**config.mk**
```make
export PLATFORM = sky130hd
export DESIGN_NAME = floppy_sector_transfer_sequencer
export DESIGN_NICKNAME = d
export VERILOG_FILES = /design/src/hw/rtl/fsts_pkg.sv /design/src/hw/rtl/fsts_csr.sv /design/src/hw/rtl/fsts_div.sv /design/src/hw/rtl/fsts_ctrl.sv /design/src/hw/rtl/floppy_sector_transfer_sequencer.sv
export SDC_FILE = /design/constraint.sdc
export NUM_CORES = 1
export LEC_CHECK = 0
export BUFFER_PORTS_ARGS = -buffer_cell sky130_fd_sc_hd__buf_2
export CAP_MARGIN = 20
export CORE_UTILIZATION = 50
export DETAILED_ROUTE_END_ITERATION = 12
export GPL_TIMING_DRIVEN = 1
export MAX_ROUTING_LAYER = met4
export PLACE_DENSITY = 0.7
export SYNTH_ARGS = -nofsm -noshare
export SYNTH_HDL_FRONTEND = slang
export SYNTH_HIERARCHICAL = 1
export SYNTH_SLANG_ARGS = --single-unit
export TNS_END_PERCENT = 5
```
**constraint.sdc**
```tcl
create_clock -name clock -period 10.2 [get_ports clock]
set_clock_uncertainty 0.1 [all_clocks]
set_input_delay 2.55 -clock clock [delete_from_list [all_inputs] [get_ports clock]]
set_output_delay 2.55 -clock clock [all_outputs]
set_load 0.01 [all_outputs]
```
**src/hw/rtl/fsts_pkg.sv**
```systemverilog
// Shared types and constants for the floppy sector transfer sequencer.
// No dependencies; imported by every module of the block.
package fsts_pkg;

   localparam int SECTOR_BYTES = 128;
   localparam int MAX_RETRIES  = 5;

   // Shared divider: widest dividend is cs + trk * skew, below 2^22.
   localparam int DIV_W     = 22;
   localparam int DIV_CNT_W = $clog2(DIV_W + 1);
   localparam int CSR_AW    = 5;

   typedef enum logic [1:0] {
      KIND_START = 2'd0,
      KIND_DONE  = 2'd1,
      KIND_ERROR = 2'd2
   } kind_type;

   typedef enum logic [2:0] {
      STAT_ISSUE    = 3'd0,
      STAT_DONE_OK  = 3'd1,
      STAT_DONE_ERR = 3'd2,
      STAT_REJECT   = 3'd3,
      STAT_IGNORE   = 3'd4
   } status_type;

   typedef enum logic [2:0] {
      REG_SPT       = 3'd0,
      REG_SPB       = 3'd1,
      REG_TOT_SECT  = 3'd2,
      REG_TOT_BLK   = 3'd3,
      REG_INCREMENT = 3'd4,
      REG_INTERLV   = 3'd5,
      REG_SKEW      = 3'd6,
      REG_OFFSET    = 3'd7
   } reg_idx_type;

   typedef struct packed {
      logic [5:0]  spt;
      logic [4:0]  spb;
      logic [15:0] total_sectors;
      logic [15:0] total_blocks;
      logic [5:0]  increment;
      logic [5:0]  interleave;
      logic [5:0]  skew;
      logic [7:0]  offset;
   } cfg_type;

   typedef struct packed {
      logic                 start;
      logic [DIV_W-1:0]     dividend;
      logic [5:0]           divisor;
      logic [DIV_CNT_W-1:0] nbits;
   } div_req_type;

   typedef struct packed {
      logic             done;
      logic [DIV_W-1:0] quot;
      logic [5:0]       rem;
   } div_rsp_type;

endpackage

```
**src/hw/rtl/fsts_csr.sv**
```systemverilog
// Configuration register file with APB-style access for the sector sequencer.
// Depends on fsts_pkg (cfg_type, register indexes).
module fsts_csr
   import fsts_pkg::*;
(
   input  logic              clock,
   input  logic              reset,
   input  logic              csr_psel,
   input  logic              csr_penable,
   input  logic              csr_pwrite,
   input  logic [CSR_AW-1:0] csr_paddr,
   input  logic [31:0]       csr_pwdata,
   output logic [31:0]       csr_prdata,
   output logic              csr_pready,
   output cfg_type           cfg
);

   cfg_type     cfg_ff;
   cfg_type     cfg_in;
   reg_idx_type idx;

   assign idx        = reg_idx_type'(csr_paddr[CSR_AW-1:2]);
   assign csr_pready = 1'b1;
   assign cfg        = cfg_ff;

   always_comb begin
      cfg_in = cfg_ff;
      if (csr_psel && csr_penable && csr_pwrite) begin
         unique case (idx)
            REG_SPT:       cfg_in.spt           = csr_pwdata[5:0];
            REG_SPB:       cfg_in.spb           = csr_pwdata[4:0];
            REG_TOT_SECT:  cfg_in.total_sectors = csr_pwdata[15:0];
            REG_TOT_BLK:   cfg_in.total_blocks  = csr_pwdata[15:0];
            REG_INCREMENT: cfg_in.increment     = csr_pwdata[5:0];
            REG_INTERLV:   cfg_in.interleave    = csr_pwdata[5:0];
            REG_SKEW:      cfg_in.skew          = csr_pwdata[5:0];
            REG_OFFSET:    cfg_in.offset        = csr_pwdata[7:0];
            default:       cfg_in = cfg_ff;
         endcase
      end
   end

   always_comb begin
      unique case (idx)
         REG_SPT:       csr_prdata = {26'd0, cfg_ff.spt};
         REG_SPB:       csr_prdata = {27'd0, cfg_ff.spb};
         REG_TOT_SECT:  csr_prdata = {16'd0, cfg_ff.total_sectors};
         REG_TOT_BLK:   csr_prdata = {16'd0, cfg_ff.total_blocks};
         REG_INCREMENT: csr_prdata = {26'd0, cfg_ff.increment};
         REG_INTERLV:   csr_prdata = {26'd0, cfg_ff.interleave};
         REG_SKEW:      csr_prdata = {26'd0, cfg_ff.skew};
         REG_OFFSET:    csr_prdata = {24'd0, cfg_ff.offset};
         default:       csr_prdata = 32'd0;
      endcase
   end

   always_ff @(posedge clock) begin
      if (reset) begin
         cfg_ff.spt           <= 6'd26;
         cfg_ff.spb           <= 5'd4;
         cfg_ff.total_sectors <= 16'd2002;
         cfg_ff.total_blocks  <= 16'd500;
         cfg_ff.increment     <= 6'd2;
         cfg_ff.interleave    <= 6'd13;
         cfg_ff.skew          <= 6'd6;
         cfg_ff.offset        <= 8'd0;
      end else begin
         cfg_ff <= cfg_in;
      end
   end

endmodule

```
**src/hw/rtl/fsts_div.sv**
```systemverilog
// Shared restoring divider, one quotient bit per cycle, 6-bit divisor.
// Depends on fsts_pkg (div_req_type, div_rsp_type, DIV_W).
module fsts_div
   import fsts_pkg::*;
(
   input  logic        clock,
   input  logic        reset,
   input  div_req_type req,
   output div_rsp_type rsp
);

   logic                 run_ff, run_in;
   logic                 done_ff, done_in;
   logic [DIV_CNT_W-1:0] cnt_ff, cnt_in;
   logic [DIV_W-1:0]     num_ff, num_in;
   logic [5:0]           rem_ff, rem_in;
   logic [5:0]           dvs_ff, dvs_in;
   logic [6:0]           trial;
   logic [6:0]           diff;
   logic                 ge;

   assign trial = {rem_ff, num_ff[DIV_W-1]};
   assign diff  = trial - {1'b0, dvs_ff};
   assign ge    = trial >= {1'b0, dvs_ff};

   always_comb begin
      run_in  = run_ff;
      done_in = 1'b0;
      cnt_in  = cnt_ff;
      num_in  = num_ff;
      rem_in  = rem_ff;
      dvs_in  = dvs_ff;
      if (req.start) begin
         // left-align the dividend so only nbits iterations are needed
         run_in = 1'b1;
         cnt_in = req.nbits;
         num_in = req.dividend << (DIV_CNT_W'(DIV_W) - req.nbits);
         rem_in = 6'd0;
         dvs_in = req.divisor;
      end else if (run_ff) begin
         num_in = {num_ff[DIV_W-2:0], ge};
         rem_in = ge ? diff[5:0] : trial[5:0];
         cnt_in = cnt_ff - DIV_CNT_W'(1);
         if (cnt_ff == DIV_CNT_W'(1)) begin
            run_in  = 1'b0;
            done_in = 1'b1;
         end
      end
   end

   always_ff @(posedge clock) begin
      if (reset) begin
         run_ff  <= 1'b0;
         done_ff <= 1'b0;
         cnt_ff  <= '0;
      end else begin
         run_ff  <= run_in;
         done_ff <= done_in;
         cnt_ff  <= cnt_in;
      end
   end

   always_ff @(posedge clock) begin
      num_ff <= num_in;
      rem_ff <= rem_in;
      dvs_ff <= dvs_in;
   end

   assign rsp.done = done_ff;
   assign rsp.quot = num_ff;
   assign rsp.rem  = rem_ff;

endmodule

```
**src/hw/rtl/fsts_ctrl.sv**
```systemverilog
// Request sequencer: transfer state, sector mapping steps on the shared
// divider and one shared multiplier, and the result output register.
// Depends on fsts_pkg.
module fsts_ctrl
   import fsts_pkg::*;
(
   input  logic        clock,
   input  logic        reset,
   input  cfg_type     cfg,
   input  logic        req_valid,
   output logic        req_stall,
   input  logic [1:0]  req_kind,
   input  logic [15:0] req_block_number,
   input  logic [15:0] req_byte_count,
   input  logic        req_drive,
   input  logic        req_is_read,
   output logic        rsp_valid,
   input  logic        rsp_stall,
   output logic [2:0]  rsp_status,
   output logic [7:0]  rsp_phys_track,
   output logic [7:0]  rsp_phys_sector,
   output logic        rsp_unit,
   output logic        rsp_read_op,
   output logic [7:0]  rsp_transfer_bytes,
   output div_req_type div_req,
   input  div_rsp_type div_rsp
);

   typedef enum logic [6:0] {
      S_IDLE = 7'b0000001,
      S_LOAD = 7'b0000010,
      S_TRK  = 7'b0000100,
      S_POS  = 7'b0001000,
      S_MUL  = 7'b0010000,
      S_SKEW = 7'b0100000,
      S_FIN  = 7'b1000000
   } state_type;

   state_type   state_ff, state_in;
   logic        busy_ff, busy_in;
   logic        read_ff, read_in;
   logic        unit_ff, unit_in;
   logic [15:0] cur_ff, cur_in;
   logic [15:0] left_ff, left_in;
   logic [15:0] blk_ff, blk_in;
   logic [15:0] bytes_ff, bytes_in;
   logic [2:0]  retry_ff, retry_in;
   logic [15:0] trk_ff, trk_in;
   logic [11:0] cs_ff, cs_in;
   div_req_type div_req_ff, div_req_in;

   logic        rsp_valid_ff, rsp_valid_in;
   status_type  rsp_status_ff, rsp_status_in;
   logic [7:0]  rsp_track_ff, rsp_track_in;
   logic [7:0]  rsp_sector_ff, rsp_sector_in;
   logic        rsp_unit_ff, rsp_unit_in;
   logic        rsp_read_ff, rsp_read_in;
   logic [7:0]  rsp_bytes_ff, rsp_bytes_in;

   logic [5:0]  spt_eff;
   logic [5:0]  il_eff;
   logic        slot_free;
   logic        accept;
   logic        more;
   logic [16:0] next_sect;
   logic        retry_ok;
   logic [15:0] mul_a;
   logic [5:0]  mul_b;
   logic [21:0] mul_p;
   logic [21:0] skew_sum;

   assign spt_eff   = (cfg.spt == 6'd0) ? 6'd1 : cfg.spt;
   assign il_eff    = (cfg.interleave == 6'd0) ? 6'd1 : cfg.interleave;
   assign slot_free = !rsp_valid_ff || !rsp_stall;
   assign req_stall = !((state_ff == S_IDLE) && slot_free);
   assign accept    = req_valid && !req_stall;
   assign more      = left_ff > 16'(SECTOR_BYTES);
   assign next_sect = {1'b0, cur_ff} + 17'd1;
   assign retry_ok  = ({1'b0, retry_ff} + 4'd1) <= 4'(MAX_RETRIES);
   assign skew_sum  = mul_p + 22'(cs_ff);

   // one multiplier, operands picked by the step in progress
   always_comb begin
      mul_a = 16'd0;
      mul_b = 6'd0;
      unique case (state_ff)
         S_LOAD: begin
            mul_a = blk_ff;
            mul_b = {1'b0, cfg.spb};
         end
         S_POS: begin
            mul_a = {10'd0, div_rsp.rem};
            mul_b = cfg.increment;
         end
         S_MUL: begin
            mul_a = trk_ff;
            mul_b = cfg.skew;
         end
         default: begin
            mul_a = 16'd0;
            mul_b = 6'd0;
         end
      endcase
   end

   assign mul_p = mul_a * mul_b;

   always_comb begin
      state_in      = state_ff;
      busy_in       = busy_ff;
      read_in       = read_ff;
      unit_in       = unit_ff;
      cur_in        = cur_ff;
      left_in       = left_ff;
      blk_in        = blk_ff;
      bytes_in      = bytes_ff;
      retry_in      = retry_ff;
      trk_in        = trk_ff;
      cs_in         = cs_ff;
      div_req_in    = '0;
      rsp_valid_in  = rsp_valid_ff && rsp_stall;
      rsp_status_in = rsp_status_ff;
      rsp_track_in  = rsp_track_ff;
      rsp_sector_in = rsp_sector_ff;
      rsp_unit_in   = rsp_unit_ff;
      rsp_read_in   = rsp_read_ff;
      rsp_bytes_in  = rsp_bytes_ff;

      unique case (state_ff)
         S_IDLE: begin
            if (accept) begin
               // immediate result words carry zero payload
               rsp_valid_in  = 1'b1;
               rsp_status_in = STAT_IGNORE;
               rsp_track_in  = 8'd0;
               rsp_sector_in = 8'd0;
               rsp_unit_in   = 1'b0;
               rsp_read_in   = 1'b0;
               rsp_bytes_in  = 8'd0;
               unique case (kind_type'(req_kind))
                  KIND_START: begin
                     if (busy_ff || req_block_number >= cfg.total_blocks) begin
                        rsp_status_in = STAT_REJECT;
                     end else begin
                        rsp_valid_in = 1'b0;
                        busy_in      = 1'b1;
                        blk_in       = req_block_number;
                        bytes_in     = req_byte_count;
                        unit_in      = req_drive;
                        read_in      = req_is_read;
                        retry_in     = 3'd0;
                        state_in     = S_LOAD;
                     end
                  end
                  KIND_DONE: begin
                     if (busy_ff) begin
                        left_in = more ? left_ff - 16'(SECTOR_BYTES) : 16'd0;
                        cur_in  = next_sect[15:0];
                        if (more && next_sect < {1'b0, cfg.total_sectors}) begin
                           rsp_valid_in        = 1'b0;
                           div_req_in.start    = 1'b1;
                           div_req_in.dividend = DIV_W'(next_sect[15:0]);
                           div_req_in.divisor  = spt_eff;
                           div_req_in.nbits    = DIV_CNT_W'(16);
                           state_in            = S_TRK;
                        end else begin
                           busy_in       = 1'b0;
                           retry_in      = 3'd0;
                           rsp_status_in = STAT_DONE_OK;
                        end
                     end
                  end
                  KIND_ERROR: begin
                     if (busy_ff) begin
                        if (retry_ok) begin
                           rsp_valid_in = 1'b0;
                           retry_in     = retry_ff + 3'd1;
                           state_in     = S_LOAD;
                        end else begin
                           busy_in       = 1'b0;
                           retry_in      = 3'd0;
                           rsp_status_in = STAT_DONE_ERR;
                        end
                     end
                  end
                  default: rsp_status_in = STAT_IGNORE;
               endcase
            end
         end
         S_LOAD: begin
            // first sector = block * sectors_per_block, saturated to 16 bits
            cur_in              = (mul_p > 22'h00FFFF) ? 16'hFFFF : mul_p[15:0];
            left_in             = bytes_ff;
            div_req_in.start    = 1'b1;
            div_req_in.dividend = DIV_W'(cur_in);
            div_req_in.divisor  = spt_eff;
            div_req_in.nbits    = DIV_CNT_W'(16);
            state_in            = S_TRK;
         end
         S_TRK: begin
            if (div_rsp.done) begin
               trk_in              = div_rsp.quot[15:0];
               div_req_in.start    = 1'b1;
               div_req_in.dividend = DIV_W'(div_rsp.rem);
               div_req_in.divisor  = il_eff;
               div_req_in.nbits    = DIV_CNT_W'(6);
               state_in            = S_POS;
            end
         end
         S_POS: begin
            if (div_rsp.done) begin
               cs_in    = mul_p[11:0] + {6'd0, div_rsp.quot[5:0]};
               state_in = S_MUL;
            end
         end
         S_MUL: begin
            if (cfg.skew != 6'd0) begin
               div_req_in.start    = 1'b1;
               div_req_in.dividend = skew_sum;
               div_req_in.divisor  = spt_eff;
               div_req_in.nbits    = DIV_CNT_W'(DIV_W);
               state_in            = S_SKEW;
            end else begin
               state_in = S_FIN;
            end
         end
         S_SKEW: begin
            if (div_rsp.done) begin
               cs_in    = {6'd0, div_rsp.rem};
               state_in = S_FIN;
            end
         end
         S_FIN: begin
            if (slot_free) begin
               rsp_valid_in  = 1'b1;
               rsp_status_in = STAT_ISSUE;
               rsp_track_in  = trk_ff[7:0] + cfg.offset;
               rsp_sector_in = cs_ff[7:0] + 8'd1;
               rsp_unit_in   = unit_ff;
               rsp_read_in   = read_ff;
               rsp_bytes_in  = (left_ff < 16'(SECTOR_BYTES)) ? left_ff[7:0]
                                                              : 8'(SECTOR_BYTES);
               state_in      = S_IDLE;
            end
         end
         default: state_in = S_IDLE;
      endcase
   end

   always_ff @(posedge clock) begin
      if (reset) begin
         state_ff     <= S_IDLE;
         busy_ff      <= 1'b0;
         read_ff      <= 1'b0;
         unit_ff      <= 1'b0;
         cur_ff       <= 16'd0;
         left_ff      <= 16'd0;
         blk_ff       <= 16'd0;
         bytes_ff     <= 16'd0;
         retry_ff     <= 3'd0;
         div_req_ff   <= '0;
         rsp_valid_ff <= 1'b0;
      end else begin
         state_ff     <= state_in;
         busy_ff      <= busy_in;
         read_ff      <= read_in;
         unit_ff      <= unit_in;
         cur_ff       <= cur_in;
         left_ff      <= left_in;
         blk_ff       <= blk_in;
         bytes_ff     <= bytes_in;
         retry_ff     <= retry_in;
         div_req_ff   <= div_req_in;
         rsp_valid_ff <= rsp_valid_in;
      end
   end

   always_ff @(posedge clock) begin
      trk_ff        <= trk_in;
      cs_ff         <= cs_in;
      rsp_status_ff <= rsp_status_in;
      rsp_track_ff  <= rsp_track_in;
      rsp_sector_ff <= rsp_sector_in;
      rsp_unit_ff   <= rsp_unit_in;
      rsp_read_ff   <= rsp_read_in;
      rsp_bytes_ff  <= rsp_bytes_in;
   end

   assign div_req            = div_req_ff;
   assign rsp_valid          = rsp_valid_ff;
   assign rsp_status         = rsp_status_ff;
   assign rsp_phys_track     = rsp_track_ff;
   assign rsp_phys_sector    = rsp_sector_ff;
   assign rsp_unit           = rsp_unit_ff;
   assign rsp_read_op        = rsp_read_ff;
   assign rsp_transfer_bytes = rsp_bytes_ff;

   a_work_needs_busy: assert property (@(posedge clock) disable iff (reset)
      state_ff != S_IDLE |-> busy_ff)
      else $error("mapping sequence running without an active request");

   a_div_done_expected: assert property (@(posedge clock) disable iff (reset)
      div_rsp.done |-> (state_ff == S_TRK || state_ff == S_POS || state_ff == S_SKEW))
      else $error("divider finished outside a wait step");

   a_retry_bound: assert property (@(posedge clock) disable iff (reset)
      retry_ff <= 3'(MAX_RETRIES))
      else $error("retry count past limit");

   a_plain_zero: assert property (@(posedge clock) disable iff (reset)
      rsp_valid_ff && rsp_status_ff != STAT_ISSUE |->
         rsp_track_ff == 8'd0 && rsp_sector_ff == 8'd0 && !rsp_unit_ff &&
         !rsp_read_ff && rsp_bytes_ff == 8'd0)
      else $error("non-issue word with nonzero payload");

   a_issue_len: assert property (@(posedge clock) disable iff (reset)
      rsp_valid_ff && rsp_status_ff == STAT_ISSUE |->
         rsp_bytes_ff <= 8'(SECTOR_BYTES))
      else $error("issued transfer longer than a sector");

endmodule

```
**src/hw/rtl/floppy_sector_transfer_sequencer.sv**
```systemverilog
// Floppy sector transfer sequencer. Done, error-fail, reject and ignore words
// come back in the cycle after the input word is taken. An issued sector is
// mapped after a start or retry word by a multiply step and then shared-divider
// steps (track, interleave position and, with skew on, skew), and after a done
// word without the multiply step; one input word is in work at a time.
// Synchronous active-high reset: idle, no result pending, registers at defaults.
module floppy_sector_transfer_sequencer
   import fsts_pkg::*;
(
   input  logic              clock,
   input  logic              reset,
   input  logic              req_valid,
   output logic              req_stall,
   input  logic [1:0]        req_kind,
   input  logic [15:0]       req_block_number,
   input  logic [15:0]       req_byte_count,
   input  logic              req_drive,
   input  logic              req_is_read,
   output logic              rsp_valid,
   input  logic              rsp_stall,
   output logic [2:0]        rsp_status,
   output logic [7:0]        rsp_phys_track,
   output logic [7:0]        rsp_phys_sector,
   output logic              rsp_unit,
   output logic              rsp_read_op,
   output logic [7:0]        rsp_transfer_bytes,
   input  logic              csr_psel,
   input  logic              csr_penable,
   input  logic              csr_pwrite,
   input  logic [CSR_AW-1:0] csr_paddr,
   input  logic [31:0]       csr_pwdata,
   output logic [31:0]       csr_prdata,
   output logic              csr_pready
);

   cfg_type     cfg;
   div_req_type div_req;
   div_rsp_type div_rsp;

   fsts_csr u_csr (
      .clock       (clock),
      .reset       (reset),
      .csr_psel    (csr_psel),
      .csr_penable (csr_penable),
      .csr_pwrite  (csr_pwrite),
      .csr_paddr   (csr_paddr),
      .csr_pwdata  (csr_pwdata),
      .csr_prdata  (csr_prdata),
      .csr_pready  (csr_pready),
      .cfg         (cfg)
   );

   fsts_div u_div (
      .clock (clock),
      .reset (reset),
      .req   (div_req),
      .rsp   (div_rsp)
   );

   fsts_ctrl u_ctrl (
      .clock              (clock),
      .reset              (reset),
      .cfg                (cfg),
      .req_valid          (req_valid),
      .req_stall          (req_stall),
      .req_kind           (req_kind),
      .req_block_number   (req_block_number),
      .req_byte_count     (req_byte_count),
      .req_drive          (req_drive),
      .req_is_read        (req_is_read),
      .rsp_valid          (rsp_valid),
      .rsp_stall          (rsp_stall),
      .rsp_status         (rsp_status),
      .rsp_phys_track     (rsp_phys_track),
      .rsp_phys_sector    (rsp_phys_sector),
      .rsp_unit           (rsp_unit),
      .rsp_read_op        (rsp_read_op),
      .rsp_transfer_bytes (rsp_transfer_bytes),
      .div_req            (div_req),
      .div_rsp            (div_rsp)
   );

endmodule
```
Word-level counts from Yosys, hierarchy flattened
Cells that the tools add are included.

word-level totals
  memories kept = 0
  input port bits = 80
  memory bits (writable) = 0
  memory bits (read-only) = 0
  latch bits = 0
  register bits after elaboration = 279

cells by class
  bitwise gates (word level) = 2
  equal/unequal tests = 34
  reduce and logical (&&, ||, !) cells = 38
  mux-type cells = 90
  divide/modulo/power cells = 0
  shift operators = 1
  $add $sub $neg = 11
  $lt $le $gt $ge = 7
  multiply operators = 1

operator list
  cell                    number
  $pmux W32 S8            1
  $mux W34                6
  $pmux W34 S4            1
  $mux W16                8
  $mux W7                 11
  $pmux W16 S2            2
  $pmux W7 S7             1
  $pmux W16 S3            1
  $pmux W8 S2             3
  $mux W22                2
  $mux W8                 5
  $mux W3                 12
  $mux W12                2
  $pmux W12 S2            1
  $add A22 B12 Y22        1
  $gt A22 B16 Y1 const B  1
  $mul A16 B6 Y22         1
  $shl A22 B5 Y22         1
  $pmux W7 S3             1
  $mux W1                 19
  $mux W6                 3
  $pmux W3 S3             2
  $pmux W6 S3             1
  $reduce_and A2 Y1       9
  53 further kinds        89

Logic depth before layout (Yosys ltp)
Gate-level depths: netlist (run 1).

  word-level depth = 8
  gate-level depth with buffers = 27
  gate-level depth less buffers = 25

Hierarchy
The synthesis (run 1) kept the hierarchy.

by module, submodules not included
  module     cells an instance  area each (µm²)  seq. area each (µm²)  instances
  fsts_ctrl  1449               12451.9          3893.7                1
  fsts_csr   403                3243.1           1381.3                1
  fsts_div   300                3120.5           1101.1                1

Worst setup path before layout (run 1)
OpenSTA, ideal clock, no wires.

  path type = register to register
  start = register u_ctrl.state_ff[0]
  end = register u_ctrl.div_req_ff (netlist bit u_ctrl/div_req[31])
  library setup time = 0.071 ns
  required time = 10.029 ns
  buffers on the path = 1
  path slack = 3.541 ns
  cell stages (with the launch flop) = 25
  arrival time = 6.488 ns
  cell sequence = dfxtp_1 > nor2_1 > nand2_1 > nor4b_1 > clkbuf_1 > a22oi_1 > or2_2 > fa_1 > fa_1 > fa_1 > inv_1 > ha_1 > a21o_1 > a21oi_1 > xor2_1 > inv_1 > ha_1 > o21a_1 > o21ai_0 > a31oi_1 > a211oi_1 > o21ai_0 > nand4_1 > or3_1 > a21oi_1

on the way
  cells in the longest elaborated chain, start to end = 6
  elaborated cells on any way between the ends = 14

RTL lines
  what                                         line                               RTL
  from (decl)                                  fsts_ctrl.sv:39                    state_type state_ff, state_in;
  from (signal assigned)                       fsts_ctrl.sv:264                   state_ff <= state_in;
  $eq A7 B5 Y1 (tied with other cells)         fsts_ctrl.sv:86, fsts_ctrl.sv:129
  $pmux W16 S3 or $pmux W6 S3 (tied branches)  fsts_ctrl.sv:86                    unique case (state_ff)
  $mul A16 B6 Y22                              fsts_ctrl.sv:106                   assign mul_p = mul_a * mul_b;
  $add A22 B12 Y22                             fsts_ctrl.sv:80                    assign skew_sum = mul_p + 22'(cs_ff);
  $mux W34                                     fsts_ctrl.sv:217                   if (cfg.skew != 6'd0) begin
  $pmux W34 S4 *                               fsts_ctrl.sv:129                   unique case (state_ff)
  to (signal assigned)                         fsts_ctrl.sv:273                   div_req_ff <= div_req_in;
  to (decl)                                    fsts_ctrl.sv:50                    div_req_type div_req_ff, div_req_in;

Every way passes the cells marked *; elsewhere a longest branch is shown, timed or not.
A chain may end at the register's enable or synchronous reset.

Worst setup path after layout (run 1)
  start = register u_ctrl.state_ff[3]
  end = register u_ctrl.div_req_ff (netlist bit u_ctrl/div_req[31])

The elaborated chain is that of the path after synthesis.

==> results_dict.tcl, run 1 <==
set metrics [dict create \
    gr-usage-met1 0.363 \
    syn-cell-area_sq_um 18800 \
    met2_usage 0.461 \
    grt_pass1_vias 15802 \
    min_period_ns 8.12 \
    ant_nets 0 \
    drt_wl_total_mm 53.9 \
    grt.overflow.total 0 \
    ctsResizeCount 0 \
    io_buffers 108 \
    synth-seq-cells 276 \
    cp_data_required_time_ns 10.59 \
    cp_slowest_cell "o21ai_0" \
    routed_via_density 6.06 \
    die_h_um 196 \
    yosys.area_share.simple 0.186 \
    maxSlewHeadroom 0.230 \
    async_flop_share 0 \
    worstPathCellList "nor3_1, and4b_2, buf_4, a22oi_1, nor2_1, fa_1, fa_1, inv_1, fa_1, inv_1, ha_1, o211ai_1, o21ai_0, xor2_1, ha_1, o21ai_0, a31oi_1, a211oi_1, o21ai_0, nand4_1, or3_1, a21oi_1" \
    rows 70 \
    tns_ns 0 \
    dr.pass1.iters 6 \
    max_stage_delay_ns 0.70 \
    grt_max_degree 95 \
    synth_cell_type_count 100 \
    hold_buffers 0 \
    synth_edf_count 85 \
    synth_xor_xnor_area_share 0.0428 \
    yosysSeqAreaShare 0.339 \
    insertion_delay_ns 0.58 \
    path_class "reg2reg" \
    synth-compound-area-share 0.175 \
    root_buffer "clkbuf_16" \
    post-synth-top-area-cell "dfxtp_1" \
    wire_per_inst_um 20.0 \
    synth_top_family_by_area "simple AND/OR/NAND/NOR gates" \
    post_cts_buffers 0 \
    vdd_ir_drop_max_v 0.000146 \
    worstPathMaxFanout 49 \
    drive_gt1_frac 0.118 \
    syn_avg_cell_area_sq_um 8.74 \
    synth_ff_type "dfxtp_1" \
    startpoint_type "register" \
    ioPinCount 144 \
    clk_pin_slew_ns 0.06 \
    dp_hpwl_mm 40.5 \
    area_delta_synth_final_pct 9.75 \
    cts.sinks 276 \
    synth_area_leaders "dfxtp_1 20%, edfxtp_1 14%, ha_1 7.0%" \
    cts_made_buffers 30 \
    syn_inst 2152 \
    hold_path.class "reg2reg" \
    cts_tree "yes" \
    synth-adder-area-share 0.135 \
    clk_path_buf_depth 3 \
    rrSetupSlack_ns 2.08 \
    yosys_warnings 6 \
    via_count 16343 \
    drtIter0Drc 1624 \
    grt_pass1_wl_mm 84.5 \
    min_from "u_ctrl/div_req[6]" \
    reg2reg_depth 22 \
    yosysTopAreaCellShare 0.203 \
    coreArea_sq_um 36800 \
    rsz0062_at_grt "false" \
    p_per_area_nw_per_um2 139 \
    path_delay_family "compound AO/OA/AOI/OAI gates" \
    synthMuxAreaShare 0.0574 \
    hold_viol 0 \
    initial_core_util 0.511 \
    use_met3 0.0366 \
    drc 0 \
    r2r-end "u_ctrl/div_req[31]" \
    worstPathArrival_ns 8.52 \
    place_congestion 0.993 \
    worst_slew_pin_slew_ns 1.16 \
    antenna_found_initial 1 \
    crit_buf_inv 3 \
    r2r_start "u_ctrl/state_ff[3]" \
    grt.total_usage 0.286 \
    outcome "complete, no violations" \
    max_cap_violations 0 \
    postLayoutCoreUtil 0.561 \
    busiest_layer "met2" \
    setup_viol 0 \
    fin_nets 2451 \
    fmax_mhz 123 \
    end_kind "register" \
    die_w_um 196 \
    min_path_cells 0 \
    drv_slew 0 \
    fp.dieArea_sq_um 38400 \
    htree_levels 1 \
    period_share 0.796 \
    hold_end "u_div/dvs_ff[1]" \
    leakage_nw 8.45 \
]
==> power breakdown <==
group	internal, mW	switching, mW	total (mW)
registers	1.20	0.0578	1.25
logic	0.149	0.264	0.413
clock network	0.729	0.467	1.20
==> cell usage in the layout, fill, tap and decap left out, types with 67 or more instances in the layout <==
cell        n
a21oi_1   164
buf_2     107
dfxtp_1   191
edfxtp_1   85
ha_1      106
inv_1     144
mux2i_1    67
nand2_1   267
nor2_1    256
o21ai_0    80
==> logic make-up (layout without fill, tap and decap cells) <==
| kind of cell | count (synthesis) | after routing |
|---|---|---|
| DFF | 276 | 276 |
| and+or+nand+nor | 763 | 763 |
| muxes | 94 | 94 |
| AOI/OAI and AO/OA | 490 | 490 |
| other | 3 | 20 |
| buffers and inverters | 271 | 331 |
| adders and majority gates | 167 | 167 |
| xor gates and xnor gates | 88 | 88 |
==> metrics by stage <==
stage | worst slack [ns] | std cells | power [mW] | hold slack [ns] | cell area, sq um
2_1_floorplan | 3.54 | 2168 | 1.54 | 0.286 | 18900
3_3_place_gp | 2.43 | 2637 | 1.67 | 0.288 | 19500
3_5_place_dp | 2.26 | 2638 | 1.68 | 0.289 | 19500
4_1_cts | 2.23 | 2694 | 2.87 | 0.304 | 20600
5_1_grt | 1.64 | 2697 | 2.96 | 0.307 | 20600
6_report | 2.08 | 2697 | 2.86 | 0.304 | 20600
==> routing by layer <==
metal / part of all wire / vias to the layer above
met5: 0 / -
met4: 0.043 / 0
met3: 0.068 / 108
met2: 0.46 / 668
met1: 0.42 / 7945
li1: - / 7622
==> state kept, by name, indices dropped and copies added (netlist names), 6 cells and up <==
signal                     flops
u_csr/cfg                     69
u_ctrl/rsp_transfer_bytes      8
u_ctrl/div_req                31
u_ctrl/blk_ff                 16
u_ctrl/state_ff                7
u_div/dvs_ff                   6
u_ctrl/rsp_phys_sector         8
u_div/num_ff                  22
u_ctrl/left_ff                16
u_ctrl/trk_ff                 16
u_div/rem_ff                   6
u_ctrl/rsp_phys_track          8
u_ctrl/cs_ff                  12
u_ctrl/cur_ff                 16
u_ctrl/bytes_ff               16
==> cells in the mapped netlist, drive strengths merged (45+ instances only) <==
master	count
xnor2	51
o21ai	84
fa	61
nand2	267
edfxtp	85
clkbuf	67
inv	144
ha	106
mux2i	67
buf	59
nand3	45
dfxtp	191
a21oi	166
nor2	262
==> worst reg2reg max path, delay by kind of cell (launching register included) <==
kind	cells	cell delay (ns)
XOR/XNOR	1	0.58
buffers and inverters	3	0.67
AND/OR/NAND/NOR	5	1.95
flip-flops	1	0.37
adder cells (fa/ha/maj)	5	2.14
AO/OA/AOI/OAI	8	2.22
==> worst max path at each step <==
stage	start	end	slack (ns)	cells after the start
2_1_floorplan	u_ctrl/state_ff[0]	u_ctrl/div_req[31]	3.54	24
3_3_place_gp	u_ctrl/state_ff[3]	u_ctrl/div_req[31]	2.43	21
3_5_place_dp	u_ctrl/state_ff[3]	u_ctrl/div_req[31]	2.26	21
4_1_cts	u_ctrl/state_ff[3]	u_ctrl/div_req[31]	2.23	22
5_1_grt	u_ctrl/state_ff[3]	u_ctrl/div_req[31]	1.64	22
6_report	u_ctrl/state_ff[3]	u_ctrl/div_req[31]	2.08	22
==> layout make-up <==
cell class,count,area (sq um)
antenna,1,2.50
clock buffer,40,912
clock inverter,16,199
fill,3309,16100
inverter,145,544
multi-input combinational,1621,11300
sequential,276,6380
tap,468,586
timing repair buffer,130,732
No activity file was read; power rests on OpenSTA's default activity.
==> inputs of run 2 (changes only) <==
- ABC_AREA: not set -> 1
- clock period: 10.2 -> 8.15 ns (I/O delays scaled with it)
==> results_dict.tcl, run 2 <==
set metrics [dict create \
    outcome "complete, no violations" \
    setup_ws_ns 1.27 \
    hold_viol 0 \
    clk_pin_slew_ns 0.06 \
    diodes 0 \
    r2r_start "u_ctrl/state_ff[0]" \
    max_cap_violations 0 \
    maxSlewHeadroom 0.373 \
    cp_slowest_cell "o211ai_1" \
    yosys_warnings 6 \
    initial_core_util 0.512 \
    syn_avg_cell_area_sq_um 7.12 \
    coreArea_sq_um 38000 \
    end_kind "register" \
    fmax_mhz 145 \
    drive_gt1_frac 0.0938 \
    final_common_cell "nand2_1" \
    min_from "u_ctrl/div_req[8]" \
    p_per_area_nw_per_um2 167 \
    setup_viol 0 \
    synth.most_common_cell "nand2_1" \
    drv_slew 0 \
    drt_wl_total_mm 57.5 \
    ant_nets 0 \
    hold_path.class "reg2reg" \
    path_class "reg2reg" \
    root_buffer "clkbuf_16" \
    place_congestion 1.01 \
    min_path_cells 0 \
    antenna_found_initial 0 \
    tns_ns 0 \
    rsz0062_at_grt "false" \
    pwr-share-comb 0.150 \
    post-synth-top-area-cell "dfxtp_1" \
    cts.sinks 276 \
    cp_data_required_time_ns 8.57 \
    synth_area_leaders "dfxtp_1 20%, edfxtp_1 13%, nand2_1 13%" \
    n_fill_cell 3694 \
    syn_inst 2735 \
    yosysSeqAreaShare 0.328 \
    via_count 18187 \
    holdWs_ns 0.301 \
    sw_frac_of_total 0.290 \
    cts_tree "yes" \
    final_cell_mix "672 x nand2_1, 404 x inv_1, 278 x nor2_1" \
    routed_via_density 5.45 \
    min_period_ns 6.88 \
    synth_edf_count 85 \
    worstPathArrival_ns 7.31 \
    dp_hpwl_mm 44.1 \
    power.switching_mw 1.03 \
    power_frac_clock 0.406 \
    grt_pass1_vias 16800 \
    io_buffers 108 \
    clk_path_buf_depth 3 \
    yosysTopAreaCellShare 0.196 \
    grt.total_usage 0.299 \
    reg2reg_depth 31 \
    rows 71 \
    rrSetupSlack_ns 1.27 \
    worst_slew_pin_slew_ns 0.939 \
    place_ws_ns 1.35 \
    leakage_nw 10.8 \
    internal_power_mw 2.52 \
    syn-cell-area_sq_um 19500 \
    design_area_sq_um 21300 \
    synth_cell_type_count 57 \
    dr.pass1.iters 6 \
    die_w_um 199 \
    place_area_sq_um 20200 \
    synth_common_cells "672 x nand2_1, 404 x inv_1, 279 x nor2_1" \
    r2r-end "u_ctrl/div_req[31]" \
    ioPinCount 144 \
    fin_nets 3047 \
    max_stage_delay_ns 0.65 \
    power_frac_seq 0.444 \
    period_share 0.845 \
    async_flop_share 0 \
    worstPathMaxFanout 10 \
    grt.overflow.total 0 \
    largest_reg_flops 69 \
    startpoint_type "register" \
    post_cts_buffers 0 \
    vdd_ir_drop_max_v 0.000182 \
    wire_per_inst_um 17.2 \
    fp.dieArea_sq_um 39700 \
    synth-seq-cells 276 \
    drtIter0Drc 1693 \
    grt_pass1_wl_mm 89.9 \
    cts_made_buffers 31 \
    drc 0 \
    hold_end "u_div/dvs_ff[3]" \
    ctsResizeCount 0 \
    htree_levels 1 \
    hold_buffers 0 \
    die_h_um 199 \
    area_delta_synth_final_pct 9.33 \
    grt_max_degree 70 \
    synth_ff_type "dfxtp_1" \
    insertion_delay_ns 0.59 \
]
==> run 2: changes by cell type in the layout (fill, tap and decap cells not counted), moves of 20 or more <==
cell | before | now
inv_1 | 144 | 404
nand2_1 | 267 | 672
mux2i_1 | 67 | 0
a22oi_1 | 31 | 2
nor2_1 | 256 | 278
o21ai_0 | 80 | 130
and2_1 | 23 | 0
inv_2 | 0 | 21
xnor2_1 | 50 | 17
a21oi_1 | 164 | 144
o21ai_1 | 2 | 22
nand4_1 | 11 | 44
nand3_1 | 44 | 239
==> run 2: logic make-up (layout without fill, tap and decap cells) <==
group | Yosys count | count (layout) | synth area share
flip-flops | 276 | 276 | 0.328
other | 3 | 19 | 0.000579
adder cells (fa/ha/maj) | 167 | 167 | 0.131
AO/OA/AOI/OAI | 371 | 371 | 0.106
buffers and inverters | 538 | 612 | 0.115
AND/OR/NAND/NOR | 1335 | 1335 | 0.298
XOR/XNOR | 45 | 45 | 0.0218
==> run 2: through the flow <==
step	utilization	total power, mW	std cells
floorplan	-	1.96	2751
global placement	0.532	2.11	3277
detailed placement	0.532	2.13	3277
CTS	0.559	3.56	3335
global route	0.560	3.69	3336
finish	0.560	3.55	3336
==> run 2: metal layers <==
layer  share of wire  wire length (um)  GRT usage  vias up
li1                -                 -          -     8875
met1            0.44             25500      0.401     8537
met2            0.45             25900      0.471      667
met3           0.068              3930     0.0278      108
met4           0.037              2130      0.109        0
met5               0                 0          -        -
==> run 2: worst max path at each step <==
stage | start | end | slack, ns | cells past startpoint
after floorplan | u_ctrl/state_ff[2] | u_ctrl/div_req[31] | 2.51 | 36
after global placement | u_ctrl/state_ff[0] | u_ctrl/div_req[31] | 1.48 | 30
after detailed placement | u_ctrl/state_ff[0] | u_ctrl/div_req[31] | 1.35 | 30
after CTS | u_ctrl/state_ff[0] | u_ctrl/div_req[31] | 1.31 | 31
after global routing | u_ctrl/state_ff[0] | u_ctrl/div_req[29] | 0.73 | 31
final | u_ctrl/state_ff[0] | u_ctrl/div_req[31] | 1.27 | 31
==> run 2: worst max-delay path, delay by kind of cell, from the launching register on <==
kind                     cells  cell delay, ns
AND/OR/NAND/NOR             13            2.07
buffers and inverters        8            0.68
XOR/XNOR                     1            0.21
flip-flops                   1            0.31
adder cells (fa/ha/maj)      5            2.28
AO/OA/AOI/OAI                4            1.13
==> run 2: area by class of cell <==
| type | count | area, sq um | share of cell area |
|---|---|---|---|
| clock buffers | 43 | 887 | 0.0417 |
| clock inverters | 15 | 165 | 0.00776 |
| inverters | 430 | 1620 | 0.0760 |
| multi-input cells | 1937 | 10900 | 0.514 |
| flip-flops and latches | 276 | 6380 | 0.300 |
| well taps | 511 | 639 | 0.0300 |
| repair buffers | 124 | 664 | 0.0312 |
==> run 2: power groups by stage <==
stage / registers (mW) / logic [mW] / clock network (mW)
finish: 1.58 / 0.531 / 1.44
global route: 1.59 / 0.594 / 1.51
CTS: 1.58 / 0.525 / 1.46
detailed placement: 1.60 / 0.523 / 0
global placement: 1.60 / 0.508 / 0
floorplan: 1.61 / 0.343 / 0
==> inputs of run 3 (changes only) <==
- ABC_AREA: 1 -> 0
- PLACE_DENSITY: 0.7 -> 0.73
- clock period: 8.15 -> 5.7 ns (I/O delays scaled with it)
==> results_dict.tcl, run 3 (synthesis results as in run 1) <==
set metrics [dict create \
    hold_viol 0 \
    path_class "reg2reg" \
    vdd_ir_drop_max_v 0.000271 \
    p_per_area_nw_per_um2 222 \
    final_cell_mix "264 x nand2_1, 238 x nor2_1, 214 x buf_4" \
    cts.sinks 276 \
    die_h_um 196 \
    period_share 1.10 \
    hold_path.class "reg2reg" \
    startpoint_type "register" \
    cp_data_required_time_ns 6.08 \
    setup_ws_ns -0.562 \
    largest_reg_flops 69 \
    coreArea_sq_um 36800 \
    rows 70 \
    violations "setup timing" \
    maxSlewHeadroom 0.303 \
    tns_ns -14.89 \
    via_count 17460 \
    drive_gt1_frac 0.236 \
    max_cap_violations 0 \
    critPathLaunch "u_ctrl/state_ff[6]" \
    outcome "finished with violations" \
    clk_path_buf_depth 3 \
    die_w_um 196 \
    drtIter0Drc 1700 \
    cts_tree "yes" \
    fp.dieArea_sq_um 38400 \
    drt_wl_total_mm 58.3 \
    r2r_start "u_ctrl/state_ff[6]" \
    min_from "u_ctrl/div_req[10]" \
    drv_slew 0 \
    n_fill_cell 3071 \
    fin_nets 2668 \
    htree_levels 1 \
    min_period_ns 6.26 \
    hold_buffers 0 \
    end_kind "register" \
    worstPathMaxFanout 5 \
    area_delta_synth_final_pct 21.8 \
    grt_pass1_wl_mm 91.6 \
    setup_viol 38 \
    drc 0 \
    dp_hpwl_mm 42.4 \
    ant_nets 0 \
    routed_via_density 5.99 \
    clk_pin_slew_ns 0.06 \
    rsz0062_at_grt "true" \
    grt_max_degree 93 \
    place_congestion 1.08 \
    grt_pass1_vias 17089 \
    grt.total_usage 0.312 \
    place_ws_ns -0.903 \
    antenna_found_initial 2 \
    insertion_delay_ns 0.60 \
    cts_made_buffers 31 \
    fmax_mhz 160 \
    ioPinCount 144 \
    final_common_cell "nand2_1" \
    dr.pass1.iters 6 \
    grt.overflow.total 0 \
    io_buffers 108 \
    initial_core_util 0.511 \
    worstPathArrival_ns 6.64 \
    root_buffer "clkbuf_16" \
    leakage_nw 9.54 \
    wire_per_inst_um 20.0 \
    worst_slew_pin_slew_ns 1.04 \
]
-- run 3: cell types whose count changed in the layout (fill, tap and decap cells not counted), sizes merged, moves of 26 or more --
cell | before | now
a22oi | 2 | 32
inv | 429 | 148
and2 | 0 | 26
o21ai | 152 | 84
nor2 | 304 | 262
nand4 | 44 | 14
buf | 124 | 344
nand3 | 247 | 45
mux2i | 0 | 67
nand2 | 683 | 267
xnor2 | 17 | 51
-- run 3: where the power goes --
part           switching [mW]  internal (mW)
clock network           0.868           1.12
registers              0.0605           2.14
logic                   0.549          0.343
-- run 3: worst paths after layout --
check                                          end  slack (ns)  cells past startpoint
worst max-delay path            u_ctrl/div_req[23]       -0.56                     24
worst min-delay path               u_div/dvs_ff[5]        0.30                      0
worst min register to register     u_div/dvs_ff[5]        0.30                      0
worst max register to register  u_ctrl/div_req[23]       -0.56                     24
-- run 3: per-stage QoR --
stage          utilization  cells  hold slack, ns  total power, mW  cell area [sq um]
2_1_floorplan            -   2168           0.286             2.77              19100
3_3_place_gp         0.570   2808           0.287             3.04              21000
3_5_place_dp         0.570   2808           0.289             3.06              21000
4_1_cts              0.618   2909           0.304             5.07              22700
5_1_grt              0.623   2915           0.307             5.26              22900
6_report             0.623   2915           0.303             5.09              22900
-- run 3: layout make-up --
cell class	count	area [sq um]	area share
Multi-Input combinational cell	1623	11900	0.520
Sequential cell	276	6390	0.279
Timing Repair Buffer	344	2490	0.109
Clock buffer	38	822	0.0359
Tap cell	468	586	0.0256
Inverter	145	544	0.0237
Clock inverter	20	175	0.00764
Antenna cell	1	2.50	0.000109
-- run 3: metal layers --
layer  vias up  GRT usage  share of wire
met1      8398      0.386           0.40
met3       156     0.0504          0.082
met5         -          -              0
li1       8078          -              -
met2       828      0.509           0.47
met4         0      0.125          0.045
-- run 3: repair_timing --
action                     in CTS  in global routing
gates resized for setup        99                 36
gates cloned                    3                  0
setup buffers                  45                  4
pin swaps                      77                 30
hold endpoints to repair        0                  0
setup endpoints to repair      40                 41
-- run 3: worst max-delay path: stages (launching register included) --
cell,delay (ns)
dfxtp_4,0.38
nor3_4,0.06
buf_6,0.12
and4b_2,0.26
a222oi_1,0.52
buf_4,0.24
buf_6,0.11
nor2_4,0.03
fa_1,0.51
fa_1,0.57
inv_2,0.04
fa_1,0.51
inv_2,0.05
ha_4,0.24
a21o_1,0.20
a221oi_4,0.39
xnor2_2,0.25
ha_4,0.29
and2_4,0.14
a211oi_2,0.30
o21ai_4,0.12
buf_4,0.15
xor2_1,0.13
nor2_1,0.05
a311o_1,0.32
